[config.mk]
export PLATFORM = sky130hd
export DESIGN_NAME = rgbm_emit
export DESIGN_NICKNAME = d
export VERILOG_FILES = /design/src/rtl/core/rgbm_pkg.sv /design/src/rtl/core/rgbm_emit.sv
export VERILOG_INCLUDE_DIRS = /design/src /design/src/rtl/core
export SDC_FILE = /design/constraint.sdc
export NUM_CORES = 1
export LEC_CHECK = 0
export ABC_AREA = 1
export BUFFER_PORTS_ARGS = -buffer_cell sky130_fd_sc_hd__clkbuf_2
export CAP_MARGIN = 40
export CORE_AREA = 2 2 70 72
export CTS_BUF_LIST = sky130_fd_sc_hd__clkbuf_4 sky130_fd_sc_hd__clkbuf_8
export DETAILED_ROUTE_END_ITERATION = 12
export DIE_AREA = 0 0 72 74
export GPL_TIMING_DRIVEN = 0
export PLACE_DENSITY = 0.77
export SLEW_MARGIN = 5
export SYNTH_ARGS = -nofsm -noshare
export SYNTH_HDL_FRONTEND = slang
export SYNTH_SLANG_ARGS = --single-unit
export TNS_END_PERCENT = 1
[constraint.sdc]
create_clock -name clk -period 2.3 [get_ports clk]
set_input_delay 0.23 -clock clk [delete_from_list [all_inputs] [get_ports clk]]
set_output_delay 0.23 -clock clk [all_outputs]
set_load 0.01 [all_outputs]
[src/rtl/core/rgb_mosaic_2x2_block_average_macros.svh]
// ----------------------------------------------------------------------------
// Assertion macros for the 2x2 block average mosaic
// Both macros expect clk and rst_n to be in scope at the point of use.
// ----------------------------------------------------------------------------
`ifndef RGB_MOSAIC_2X2_BLOCK_AVERAGE_MACROS_SVH
`define RGB_MOSAIC_2X2_BLOCK_AVERAGE_MACROS_SVH

// Same-cycle implication
`define RGBM_ASSERT_NOW(label, cond, expr, msg) \
  label: assert property (@(posedge clk) disable iff (!rst_n) (cond) |-> (expr)) \
    else $error(msg);

// Next-cycle implication
`define RGBM_ASSERT_NEXT(label, cond, expr, msg) \
  label: assert property (@(posedge clk) disable iff (!rst_n) (cond) |=> (expr)) \
    else $error(msg);

`endif

[src/rtl/core/rgbm_pkg.sv]
// ----------------------------------------------------------------------------
// rgbm_pkg
// Types and fixed constants shared by the 2x2 block average mosaic.
// ----------------------------------------------------------------------------
package rgbm_pkg;

  localparam int CH_W    = 8;   // colour channel
  localparam int SUM_W   = 9;   // sum of two channel values
  localparam int PX_W    = 10;  // output column
  localparam int PY_W    = 12;  // output row
  localparam int CFG_W_W = 11;  // image_width register
  localparam int CFG_H_W = 13;  // image_height register
  localparam int GEO_W_W = 14;  // clamped width, covers every MAX_WIDTH
  localparam int GEO_H_W = 17;  // clamped height, covers every MAX_HEIGHT

  localparam logic [CFG_W_W-1:0] WIDTH_RST  = CFG_W_W'(1024);
  localparam logic [CFG_H_W-1:0] HEIGHT_RST = CFG_H_W'(768);

  // Register indexes (byte address bit 2)
  localparam logic REG_WIDTH  = 1'b0;
  localparam logic REG_HEIGHT = 1'b1;

  typedef struct packed {
    logic [CH_W-1:0] red_in;
    logic [CH_W-1:0] green_in;
    logic [CH_W-1:0] blue_in;
  } in_pixel_t;

  typedef struct packed {
    logic [PX_W-1:0] pixel_x;
    logic [PY_W-1:0] pixel_y;
    logic [CH_W-1:0] red_out;
    logic [CH_W-1:0] green_out;
    logic [CH_W-1:0] blue_out;
    logic            tile_last;
  } out_pixel_t;

  // Clamped geometry plus a restart strobe on any register write
  typedef struct packed {
    logic [GEO_W_W-1:0] width;
    logic [GEO_H_W-1:0] height;
    logic               restart;
  } geom_t;

  // One finished tile: top-left corner, shape and averaged colour
  typedef struct packed {
    logic [PX_W-1:0] x0;
    logic [PY_W-1:0] y0;
    logic            tw2;
    logic            th2;
    logic [CH_W-1:0] red;
    logic [CH_W-1:0] green;
    logic [CH_W-1:0] blue;
  } grp_t;

endpackage

[src/rtl/core/rgbm_emit.sv]
// ----------------------------------------------------------------------------
// rgbm_emit
// Holds one finished tile and plays out its pixels, one transfer per cycle while out_ready is high.
// ----------------------------------------------------------------------------
`include "rgb_mosaic_2x2_block_average_macros.svh"

module rgbm_emit
  import rgbm_pkg::*;
(
  input  logic       clk,
  input  logic       rst_n,
  input  logic       grp_load,
  input  grp_t       grp,
  output logic       grp_ready,
  output logic       out_valid,
  input  logic       out_ready,
  output out_pixel_t out_data
);

  grp_t grp_r;
  logic grp_valid_r;
  logic dx_r, dy_r;
  logic tile_last;
  logic xfer;

  assign tile_last = (dx_r == grp_r.tw2) & (dy_r == grp_r.th2);
  assign xfer      = grp_valid_r & out_ready;
  assign grp_ready = ~grp_valid_r | (out_ready & tile_last);

  always_ff @(posedge clk) begin
    if (!rst_n) begin
      grp_valid_r <= 1'b0;
      dx_r        <= 1'b0;
      dy_r        <= 1'b0;
    end else if (grp_load) begin
      grp_valid_r <= 1'b1;
      dx_r        <= 1'b0;
      dy_r        <= 1'b0;
    end else if (xfer) begin
      if (tile_last) begin
        grp_valid_r <= 1'b0;
      end else if (dx_r != grp_r.tw2) begin
        dx_r <= 1'b1;
      end else begin
        dx_r <= 1'b0;
        dy_r <= 1'b1;
      end
    end
  end

  always_ff @(posedge clk) begin
    if (grp_load) begin
      grp_r <= grp;
    end
  end

  // corner is even in both axes, so the offset is an OR
  assign out_valid          = grp_valid_r;
  assign out_data.pixel_x   = grp_r.x0 | PX_W'(dx_r);
  assign out_data.pixel_y   = grp_r.y0 | PY_W'(dy_r);
  assign out_data.red_out   = grp_r.red;
  assign out_data.green_out = grp_r.green;
  assign out_data.blue_out  = grp_r.blue;
  assign out_data.tile_last = tile_last;

  `RGBM_ASSERT_NOW(a_dx_in_tile, grp_valid_r && dx_r, grp_r.tw2, "column step past tile width")
  `RGBM_ASSERT_NOW(a_dy_in_tile, grp_valid_r && dy_r, grp_r.th2, "row step past tile height")
  `RGBM_ASSERT_NOW(a_load_free, grp_load, grp_ready, "tile loaded over a pending tile")
  `RGBM_ASSERT_NEXT(a_last_frees, xfer && tile_last && !grp_load, !grp_valid_r, "tile held after last")

endmodule

==> results.cfg <==
[global_route]
grt_overflow = 0
grt_pass1_vias = 1138
antenna_found_initial = 0
grtUsageTotal_pct = 11.98
grt_max_degree = 36
grt_pass1_wl_mm = 4.678

[cts]
cts_num_sinks = 51
cts_resized = 0
root_buffer = clkbuf_8
cts_tree = done
post-cts-setup-buffer-count = 0
clk_latency_ns = 0.29
htreeDepth = 2
clockBufferDepth = 2
cts_hold_buf = 0
cts_buffers = 5
clk_pin_slew_ns = 0.09

[timing]
final-max-slew-violation-count = 0
finalClockSkew_ns = 0.001093
period_share_pct = 67.24
worst_slew_pin_slew_ns = 0.4246
hold_slack_ns = 0.1041
finalHoldViolCount = 0
setup-violations-final = 0
rsz0062_at_grt = false
fmax_ghz = 0.6466
period_minus_slack_ns = 1.547
slew_headroom_pct = 71.69
finalSetupTns_ns = 0
setup_ws_ns = 0.7534

[final_layout]
final_cell_mix = clkbuf_2, edfxtp_1, buf_4
syn2layout_area_growth_pct = 34.37
diodes = 0
final_common_cell = clkbuf_2
drive_gt1_share_pct = 70.13
fin_nets = 282
final_core_util_pct = 57.55

[floorplan]
ios = 101
chipHeight_um = 74
die_x_um = 72
dieArea_sq_um = 5328
core_area_sq_um = 4598
row_count = 25
start_util_pct = 42.83

[power_and_ir_drop]
switching_power_uw = 402.5
combinationalPowerShare_pct = 14.2
power.leakage_uw = 0.001252
swShare_pct = 21.49
seqPwrFrac_pct = 59.3
total_power_uw = 1873
ir_drop_mv = 0.4379
internal-power_uw = 1471
p_clk_share_pct = 26.5
p_per_area_nw_per_um2 = 707.8

[synth]
yosysUniqueCellTypes = 16
synth_nets = 174
syn_inst = 122
seq_area_frac_synth_pct = 76.24
synth.avg_cell_area_sq_um = 16.14
synthesis.area_sq_um = 1969
yosysWarnings = 0
ys_ff_latch = 51

[routing]
drtIter0Drc = 19
drc = 0
wl_per_cell_um = 10.65
ant_nets = 0
wirelength_mm = 3.036
dr.pass1.iters = 3
viasPerCell = 4.084
vias = 1164

[worst_hold_path]
hp-class = in -> reg
hp-start = grp[37]

[critical_path]
r2r_slack_ns = 1.35
worstPathArrival_ns = 1.32
path_class = reg -> out
critPathLaunch = grp_r[24]$_DFFE_PP_
ff2ff_path_depth = 5
crit_path_end = out_data[0]
cp-end-kind = primary output
crit_path_start_kind = flop
r2r-end = dx_r$_SDFFE_PP0P_
r2r-start = grp_r[24]$_DFFE_PP_
crit_fanout = 3
critPathRequiredTime_ns = 2.07

[place]
post-place-ws_ns = 1.055
hpwl_mm = 2.372
io_buffers = 100
routabilityCongestion = 0.6489

[status]
outcome = complete, no violations

[run]
drv_cap = 0
## logic make-up (layout without fill, tap and decap cells)
logic type | after synthesis | in the layout | synth area share, %
AOI/OAI and AO/OA | 4 | 4 | 1.334
buffers and inverters | 52 | 161 | 18.49
DFF | 51 | 51 | 76.24
and+or+nand+nor | 15 | 15 | 3.939
## worst max-delay path: stages, from the launching register on
cell and delay [ns]:
edfxtp_1 0.41, inv_2 0.06, nand2_1 0.06, nand2_2 0.09, inv_1 0.05, a21oi_1 0.12
buf_4 0.12, clkbuf_2 0.12
## synth_stat cells
master / count / area, sq um
a21oi_2: 1 / 8.760
a21oi_1: 1 / 5.000
and3_1: 1 / 6.260
inv_2: 2 / 7.510
nand3_1: 1 / 5.000
nor2_2: 1 / 6.260
nand2_1: 5 / 18.77
o21ai_0: 1 / 5.000
a21boi_1: 1 / 7.510
dfxtp_1: 3 / 60.06
or2_1: 2 / 12.51
inv_1: 5 / 18.77
buf_4: 45 / 337.8
nor2_1: 1 / 3.750
nand2_2: 4 / 25.02
edfxtp_1: 48 / 1441
## cell type report
class | instances | area, sq um
multi-input combinational | 19 | 103.9
clock buffer | 6 | 76.32
clock inverter | 2 | 12.51
fill | 390 | 1952
sequential | 51 | 1501
inverter | 7 | 26.28
timing repair buffer | 101 | 520.5
tap | 54 | 67.56
buffer | 45 | 337.8
## power groups by stage
stage | Combinational [uW] | Clock, uW | Sequential [uW]
2_1_floorplan | 139 | 0 | 1130
3_3_place_gp | 261 | 0 | 1130
3_5_place_dp | 270 | 0 | 1130
4_1_cts | 270 | 524 | 1110
5_1_grt | 290 | 553 | 1120
6_report | 265 | 497 | 1110
## sequential cells by signal, indices dropped and copies added (netlist names)
signal	count
grp_r	24
out_valid	1
dx_r	1
out_data	24
dy_r	1
## per-layer routing
layer  GRT usage [%]  up-vias  share of wire (%)
li1                -      584                  -
met1           10.72      509                 35
met2           20.78       65                 49
met3           7.724        6                 14
met4           6.289        0                1.7
met5               0        -                  0
## how the worst min path moves through the flow
stage / endpoint / depth (start not counted)
after floorplan: grp_r[24]$_DFFE_PP_ / 0
after global placement: out_data[6]$_DFFE_PP_ / 1
after detailed placement: grp_r[29]$_DFFE_PP_ / 1
after CTS: out_data[3]$_DFFE_PP_ / 1
after global routing: out_data[24]$_DFFE_PP_ / 1
final: grp_r[37]$_DFFE_PP_ / 1
## metrics by stage
step | instances | instance area [sq um]
2_1_floorplan | 122 | 1969
3_3_place_gp | 276 | 2537
3_5_place_dp | 277 | 2557
4_1_cts | 285 | 2646
5_1_grt | 285 | 2646
6_report | 285 | 2646
Note: power is estimated with default switching activity, not from simulation.
