<file path="config.mk">
export PLATFORM = sky130hd
export DESIGN_NAME = rgbm_regs
export DESIGN_NICKNAME = d
export VERILOG_FILES = /design/src/rtl/core/rgb_mosaic_2x2_block_average_macros.svh /design/src/rtl/core/rgbm_pkg.sv /design/src/rtl/core/rgbm_regs.sv
export SDC_FILE = /design/constraint.sdc
export NUM_CORES = 1
export LEC_CHECK = 0
export CORE_MARGIN = 4
export CORE_UTILIZATION = 55
export DETAILED_ROUTE_END_ITERATION = 8
export DONT_BUFFER_PORTS = 1
export GPL_TIMING_DRIVEN = 0
export PLACE_DENSITY = 0.76
export SETUP_SLACK_MARGIN = 0.2
export SYNTH_ARGS = -nofsm -noshare
export SYNTH_HDL_FRONTEND = slang
export SYNTH_SLANG_ARGS = --single-unit
</file>
<file path="constraint.sdc">
create_clock -name clk -period 1.85 [get_ports clk]
set_input_delay 0.0925 -clock clk [delete_from_list [all_inputs] [get_ports clk]]
set_output_delay 0.0925 -clock clk [all_outputs]
set_load 0.1 [all_outputs]
</file>
<file path="src/rtl/core/rgb_mosaic_2x2_block_average_macros.svh">
// ----------------------------------------------------------------------------
// Assertion macros for the 2x2 block average mosaic
// Both macros expect clk and rst_n to be in scope at the point of use.
// ----------------------------------------------------------------------------
`ifndef RGB_MOSAIC_2X2_BLOCK_AVERAGE_MACROS_SVH
`define RGB_MOSAIC_2X2_BLOCK_AVERAGE_MACROS_SVH

// Same-cycle implication
`define RGBM_ASSERT_NOW(label, cond, expr, msg) \
  label: assert property (@(posedge clk) disable iff (!rst_n) (cond) |-> (expr)) \
    else $error(msg);

// Next-cycle implication
`define RGBM_ASSERT_NEXT(label, cond, expr, msg) \
  label: assert property (@(posedge clk) disable iff (!rst_n) (cond) |=> (expr)) \
    else $error(msg);

`endif

</file>
<file path="src/rtl/core/rgbm_pkg.sv">
// ----------------------------------------------------------------------------
// rgbm_pkg
// Types and fixed constants shared by the 2x2 block average mosaic.
// ----------------------------------------------------------------------------
package rgbm_pkg;

  localparam int CH_W    = 8;   // colour channel
  localparam int SUM_W   = 9;   // sum of two channel values
  localparam int PX_W    = 10;  // output column
  localparam int PY_W    = 12;  // output row
  localparam int CFG_W_W = 11;  // image_width register
  localparam int CFG_H_W = 13;  // image_height register
  localparam int GEO_W_W = 14;  // clamped width, covers every MAX_WIDTH
  localparam int GEO_H_W = 17;  // clamped height, covers every MAX_HEIGHT

  localparam logic [CFG_W_W-1:0] WIDTH_RST  = CFG_W_W'(1024);
  localparam logic [CFG_H_W-1:0] HEIGHT_RST = CFG_H_W'(768);

  // Register indexes (byte address bit 2)
  localparam logic REG_WIDTH  = 1'b0;
  localparam logic REG_HEIGHT = 1'b1;

  typedef struct packed {
    logic [CH_W-1:0] red_in;
    logic [CH_W-1:0] green_in;
    logic [CH_W-1:0] blue_in;
  } in_pixel_t;

  typedef struct packed {
    logic [PX_W-1:0] pixel_x;
    logic [PY_W-1:0] pixel_y;
    logic [CH_W-1:0] red_out;
    logic [CH_W-1:0] green_out;
    logic [CH_W-1:0] blue_out;
    logic            tile_last;
  } out_pixel_t;

  // Clamped geometry plus a restart strobe on any register write
  typedef struct packed {
    logic [GEO_W_W-1:0] width;
    logic [GEO_H_W-1:0] height;
    logic               restart;
  } geom_t;

  // One finished tile: top-left corner, shape and averaged colour
  typedef struct packed {
    logic [PX_W-1:0] x0;
    logic [PY_W-1:0] y0;
    logic            tw2;
    logic            th2;
    logic [CH_W-1:0] red;
    logic [CH_W-1:0] green;
    logic [CH_W-1:0] blue;
  } grp_t;

endpackage

</file>
<file path="src/rtl/core/rgbm_regs.sv">
// ----------------------------------------------------------------------------
// rgbm_regs
// Geometry registers on the configuration port, with range clamping.
// ----------------------------------------------------------------------------
module rgbm_regs
  import rgbm_pkg::*;
#(
  parameter int MAX_WIDTH  = 1024,
  parameter int MAX_HEIGHT = 4096
) (
  input  logic        clk,
  input  logic        rst_n,
  input  logic        psel,
  input  logic        penable,
  input  logic        pwrite,
  input  logic [2:0]  paddr,
  input  logic [31:0] pwdata,
  output logic [31:0] prdata,
  output logic        pready,
  output geom_t       geom
);

  logic               wr_en;
  logic               idx;
  logic [CFG_W_W-1:0] width_r;
  logic [CFG_H_W-1:0] height_r;

  assign pready = 1'b1;
  assign idx    = paddr[2];
  assign wr_en  = psel & penable & pwrite;

  always_ff @(posedge clk) begin
    if (!rst_n) begin
      width_r  <= WIDTH_RST;
      height_r <= HEIGHT_RST;
    end else if (wr_en) begin
      case (idx)
        REG_WIDTH:  width_r  <= pwdata[CFG_W_W-1:0];
        REG_HEIGHT: height_r <= pwdata[CFG_H_W-1:0];
        default: ;
      endcase
    end
  end

  always_comb begin
    case (idx)
      REG_WIDTH:  prdata = 32'(width_r);
      REG_HEIGHT: prdata = 32'(height_r);
      default:    prdata = '0;
    endcase
  end

  // zero acts as one, oversize acts as the maximum
  assign geom.width  = (width_r == '0) ? GEO_W_W'(1) :
                       (32'(width_r) > MAX_WIDTH) ? GEO_W_W'(MAX_WIDTH) :
                       GEO_W_W'(width_r);
  assign geom.height = (height_r == '0) ? GEO_H_W'(1) :
                       (32'(height_r) > MAX_HEIGHT) ? GEO_H_W'(MAX_HEIGHT) :
                       GEO_H_W'(height_r);
  assign geom.restart = wr_en;

endmodule

</file>
==> results of run 1 <==
worst register-to-register path: cells and delay by family (launching register included):
kind / cells / cell delay (ns)
buffers and inverters: 1 / 0.27
DFF: 1 / 0.47
muxes: 1 / 0.14
and+or+nand+nor: 1 / 0.09
what timing repair did:
action,4_1_cts,5_1_grt
pin swaps,2,3
endpoints found under the setup margin,26,24
endpoints found under the hold margin,24,0
gates resized for setup,25,18
hold buffers,15,0
state kept, by name, summed over array words and instances, names as in the netlist:
name	flops
height_r	13
width_r	11
power groups by stage:
stage	combinational, mW	sequential, mW	clock [mW]
after detailed placement	0.521	0.552	0
after global routing	0.587	0.546	0.307
after CTS	0.560	0.542	0.283
final	0.570	0.544	0.283
after floorplan	0.497	0.547	0
after global placement	0.514	0.551	0
cells in the mapped netlist (2+ instances only):
cell	count	area (µm²)
nor2b_1	26	163
clkbuf_1	8	30.0
nor4_1	5	31.3
a32o_1	2	20.0
nand2_1	35	131
buf_6	2	22.5
mux2i_1	24	240
conb_1	2	7.51
dfxtp_1	24	480
buf_4	28	210
inv_1	2	7.51
and2_1	2	12.5
mux2_2	10	113
placed cells by master (no fill, tap or decap), types with 2 or more instances in the layout:
master / instances
buf_4: 28
buf_6: 2
nor2b_4: 12
clkbuf_4: 3
clkbuf_8: 2
a32o_4: 2
mux2_2: 10
mux2i_1: 24
nor4_4: 2
nor2b_1: 6
dlygate4sd3_1: 15
nand2_1: 35
nor2b_2: 8
nor4_2: 3
dfxtp_1: 22
clkbuf_1: 4
conb_1: 27
dfxtp_4: 2
through the flow:
step,TNS (ns),util
after global routing,0,0.816
after floorplan,-1.84,-
after detailed placement,-0.318,0.674
after global placement,-3.91,0.656
final,0,0.816
after CTS,0,0.789
metal layers:
metal,routed length (µm),share of wire,vias to the layer above
met2,2160,0.49,75
met4,66,0.015,0
met3,399,0.091,12
met5,0,0,-
met1,1760,0.40,639
li1,-,-,620
layout make-up:
| cell class | instances | area [µm²] |
|---|---|---|
| clock buffers | 4 | 36.3 |
| plain buffers | 40 | 310 |
| inverters | 2 | 7.51 |
| repair buffers | 15 | 150 |
| well taps | 30 | 37.5 |
| fillers | 171 | 473 |
| multi-input cells | 137 | 1060 |
| flip-flops and latches | 24 | 488 |
kinds of logic (layout without fill, tap and decap cells):
| logic type | after synthesis | after routing | synth area share |
|---|---|---|---|
| flip-flops | 24 | 24 | 0.311 |
| other | 2 | 27 | 0.00486 |
| AO/OA/AOI/OAI | 3 | 3 | 0.0162 |
| multiplexers | 34 | 34 | 0.228 |
| buffers and inverters | 42 | 61 | 0.188 |
| AND/OR/NAND/NOR | 73 | 73 | 0.252 |
final timing paths:
| kind | startpoint | end | depth (start not counted) |
|---|---|---|---|
| setup / recovery | width_r[10] | geom[21] | 2 |
| hold / removal | pwrite | height_r[0] | 2 |
| setup reg to reg | height_r[12] | height_r[12] | 3 |
| hold reg to reg | height_r[0] | height_r[0] | 2 |
==> flow_metrics.tcl, run 1 <==
set metrics [dict create \
    status "completed" \
    nNetsFinal 263 \
    grt_setup_unrepaired "yes" \
    power_frac_comb 0.408 \
    dp_cells 233 \
    slowest_delay_ns 0.83 \
    layout_setup_ws_ns 0.0724 \
    fin_hold_ws_ns 0.0293 \
    rows 18 \
    drtIter0Drc 57 \
    setup_viol 0 \
    path_cells "buf_12 -> nor2b_2" \
    grt-ovfl-total 0 \
    async_flop_share 0 \
    first_global_vias 1303 \
    drc_errors 0 \
    grt_use_met2 0.421 \
    die_area_mm2 0.00372 \
    wl_per_cell_um 17.4 \
    io_pins 105 \
    tightest_slew_ns 1.16 \
    clock-root-buffer "clkbuf_4" \
    p_leak_nw 0.968 \
    synthToLayoutAreaGrowth_pct 35.5 \
    ys_seq_area_frac 0.311 \
    grt_max_degree 14 \
    worstSetupEndpointType "primary output" \
    slew_headroom 0.231 \
    power.total_mw 1.40 \
    antenna_left 0 \
    core-area_mm2 0.00257 \
    firstDrtPassIters 4 \
    preCtsSetupSlack_ns -0.201 \
    cts_made_buffers 3 \
    top_usage_layer "met2" \
    cts.path.max_buffers 2 \
    clkSinkCount 24 \
    place_congestion 0.884 \
    die_h_um 61.0 \
    power_frac_seq 0.390 \
    initial_core_util 0.602 \
    synth_warnings 0 \
    dp_hpwl_um 3050 \
    wl_um 4390 \
    route.vias.total 1346 \
    ys_types 21 \
    cpMaxStageDelayCell "nor2b_2" \
    synth_seq_cells 24 \
    power.internal_uw 766 \
    vdd_drop_max_v 0.000531 \
    antenna_found_initial 0 \
    drv_cap 0 \
    clkLatencyLatePin_ns 0.31 \
    die_w_um 61.0 \
    path_clk_slew_ns 0.13 \
    cp_top_family "simple AND/OR/NAND/NOR gates" \
    place_area_mm2 0.00173 \
    p_sw_uw 630 \
    grt_use_met3 0.0489 \
    start_kind "register" \
    gr-usage-met1 0.291 \
    final_area_mm2 0.00209 \
    instances_no_fill 252 \
    hold_path.class "in2reg" \
    post_cts_buffers 0 \
    grt_usage 0.239 \
    switching_share 0.451 \
    crit_arrival_ns 1.69 \
    synth-main-ff-cell "dfxtp_1" \
    min_period_ns 1.78 \
    power.density_mw_per_mm2 667 \
    worstPathMaxFanout 10 \
    pwr-share-clk 0.203 \
    max_freq_ghz 0.563 \
    syn_avg_cell_area_um2 8.68 \
    htree_num_levels 1 \
    critical_path_class "reg2out" \
    required_ns 1.76 \
    fin_skew_ns 0 \
    grt_pass1_wl_um 6530 \
    cp_num_buf_inv 1 \
    post-route-period-util 0.961 \
    syn_area_mm2 0.00155 \
    cts_tree "done" \
    synth_edf_count 0 \
    drive_gt1_frac 0.378 \
    netlist_instances 178 \
    antennaDiodeCount 0 \
    vias_per_cell 5.34 \
    r2r_setup_slack_ns 0.81 \
    port_buffers 0 \
    finalHoldViolations 0 \
    slew_viol_final 0 \
]
No activity file was read; power rests on OpenSTA's default activity.
==> inputs of run 2 (changes only) <==
PLACE_DENSITY = 0.69   (was 0.76)
SKIP_CTS_REPAIR_TIMING = 1   (was not set)
==> run 2 against run 1 <==
Sequential share of layout area is 0.077 points lower. Non-clock buffer count stayed put. Combinational power hardly changed. Hold slack better by 0.023 ns. Die area stayed put. Wire length is 2.7% lower. First-iteration DRC count is 40% lower. Total power hardly changed. Utilization is 0.78 points lower. Sequential power hardly changed. Clock-buffer cell count stayed put.
==> flow_metrics.tcl, run 2 (same netlist as run 1, synthesis figures left out) <==
set metrics [dict create \
    status "completed" \
    rows 18 \
    switching_share 0.451 \
    critical_path_class "reg2out" \
    final_cell_mix "35 x nand2_1, 29 x buf_4, 27 x conb_1" \
    antenna_left 0 \
    preCtsSetupSlack_ns -0.177 \
    antenna_found_initial 0 \
    nNetsFinal 263 \
    power_frac_seq 0.390 \
    fin_hold_ws_ns 0.0523 \
    cts_tree "done" \
    wl_per_cell_um 17.0 \
    layout_commonest_cell "nand2_1" \
    routedLengthMet1_um 1650 \
    place_congestion 0.827 \
    cts_made_buffers 3 \
    initial_core_util 0.602 \
    synthToLayoutAreaGrowth_pct 34.3 \
    tns_ns 0 \
    dp_cells 233 \
    vias_per_cell 5.23 \
    final_area_mm2 0.00207 \
    max_freq_ghz 0.552 \
    path_clk_slew_ns 0.13 \
    drv_cap 0 \
    hold_path.class "in2reg" \
    antennaDiodeCount 0 \
    pwr-share-clk 0.204 \
    clock-root-buffer "clkbuf_4" \
    htree_num_levels 1 \
    power_frac_comb 0.407 \
    wl_met2_um 2060 \
    largest_reg_flops 13 \
    setup_viol 0 \
    grt_max_degree 14 \
    wl_um 4270 \
    post-route-period-util 0.978 \
    grt-ovfl-total 0 \
    grt_usage 0.213 \
    route.vias.total 1318 \
    worstSetupEndpointType "primary output" \
    drive_gt1_frac 0.365 \
    die_area_mm2 0.00372 \
    reg_top3 "height_r (13), width_r (11)" \
    vdd_drop_max_v 0.000693 \
    power.density_mw_per_mm2 674 \
    p_leak_nw 0.959 \
    crit_arrival_ns 1.72 \
    min_period_ns 1.81 \
    layout_setup_ws_ns 0.0400 \
    first_global_vias 1185 \
    grt_pass1_wl_um 5840 \
    clkSinkCount 24 \
    place_area_mm2 0.00173 \
    drtIter0Drc 34 \
    dr.max_layer_used "met4" \
    required_ns 1.76 \
    p_sw_uw 631 \
    dp_hpwl_um 3070 \
    cts.path.max_buffers 2 \
    slew_viol_final 0 \
    die_w_um 61.0 \
    core-area_mm2 0.00257 \
    io_pins 105 \
    fin_skew_ns 0 \
    power.internal_uw 767 \
    start_kind "register" \
    grt_setup_unrepaired "yes" \
    power.total_mw 1.40 \
    slew_headroom 0.230 \
    finalHoldViolations 0 \
    firstDrtPassIters 4 \
    tightest_slew_ns 1.16 \
    drc_errors 0 \
    fin_util 0.808 \
    largest-register "height_r" \
    route.met3.wl_um 504 \
    worstPathMaxFanout 10 \
    die_h_um 61.0 \
    instances_no_fill 252 \
    port_buffers 0 \
    clkLatencyLatePin_ns 0.32 \
]
-- run 2: layer usage --
layer / up-vias / global-route usage
li1: 614 / -
met1: 622 / 0.269
met2: 78 / 0.365
met3: 4 / 0.0532
met4: 0 / 0.0464
met5: - / 0
-- run 2: path summary, 6_finish.rpt --
check               startpoint           end  slack, ns  depth (start not counted)
setup reg to reg  height_r[12]  height_r[12]       0.70                          3
setup / recovery   width_r[10]      geom[27]       0.04                          2
hold reg to reg   height_r[11]  height_r[11]       0.52                          2
hold / removal          pwrite   height_r[0]       0.05                          2
-- run 2: worst max-delay path, stage by stage, from the launching register on --
cell and delay (ns):
dfxtp_1 0.37, buf_6 0.18, nor2b_2 0.84
-- run 2: final cells by class --
| type | count | area (µm²) |
|---|---|---|
| Inverter | 2 | 7.51 |
| Timing Repair Buffer | 15 | 150 |
| Multi-Input combinational cell | 137 | 1070 |
| Sequential cell | 24 | 482 |
| Buffer | 40 | 295 |
| Tap cell | 30 | 37.5 |
| Fill cell | 183 | 493 |
| Clock buffer | 4 | 36.3 |
-- run 2: power groups by stage --
stage	Clock [mW]	Combinational, mW	Sequential [mW]
2_1_floorplan	0	0.497	0.547
3_3_place_gp	0	0.515	0.551
3_5_place_dp	0	0.521	0.552
4_1_cts	0.283	0.521	0.541
5_1_grt	0.307	0.584	0.546
6_report	0.284	0.568	0.545
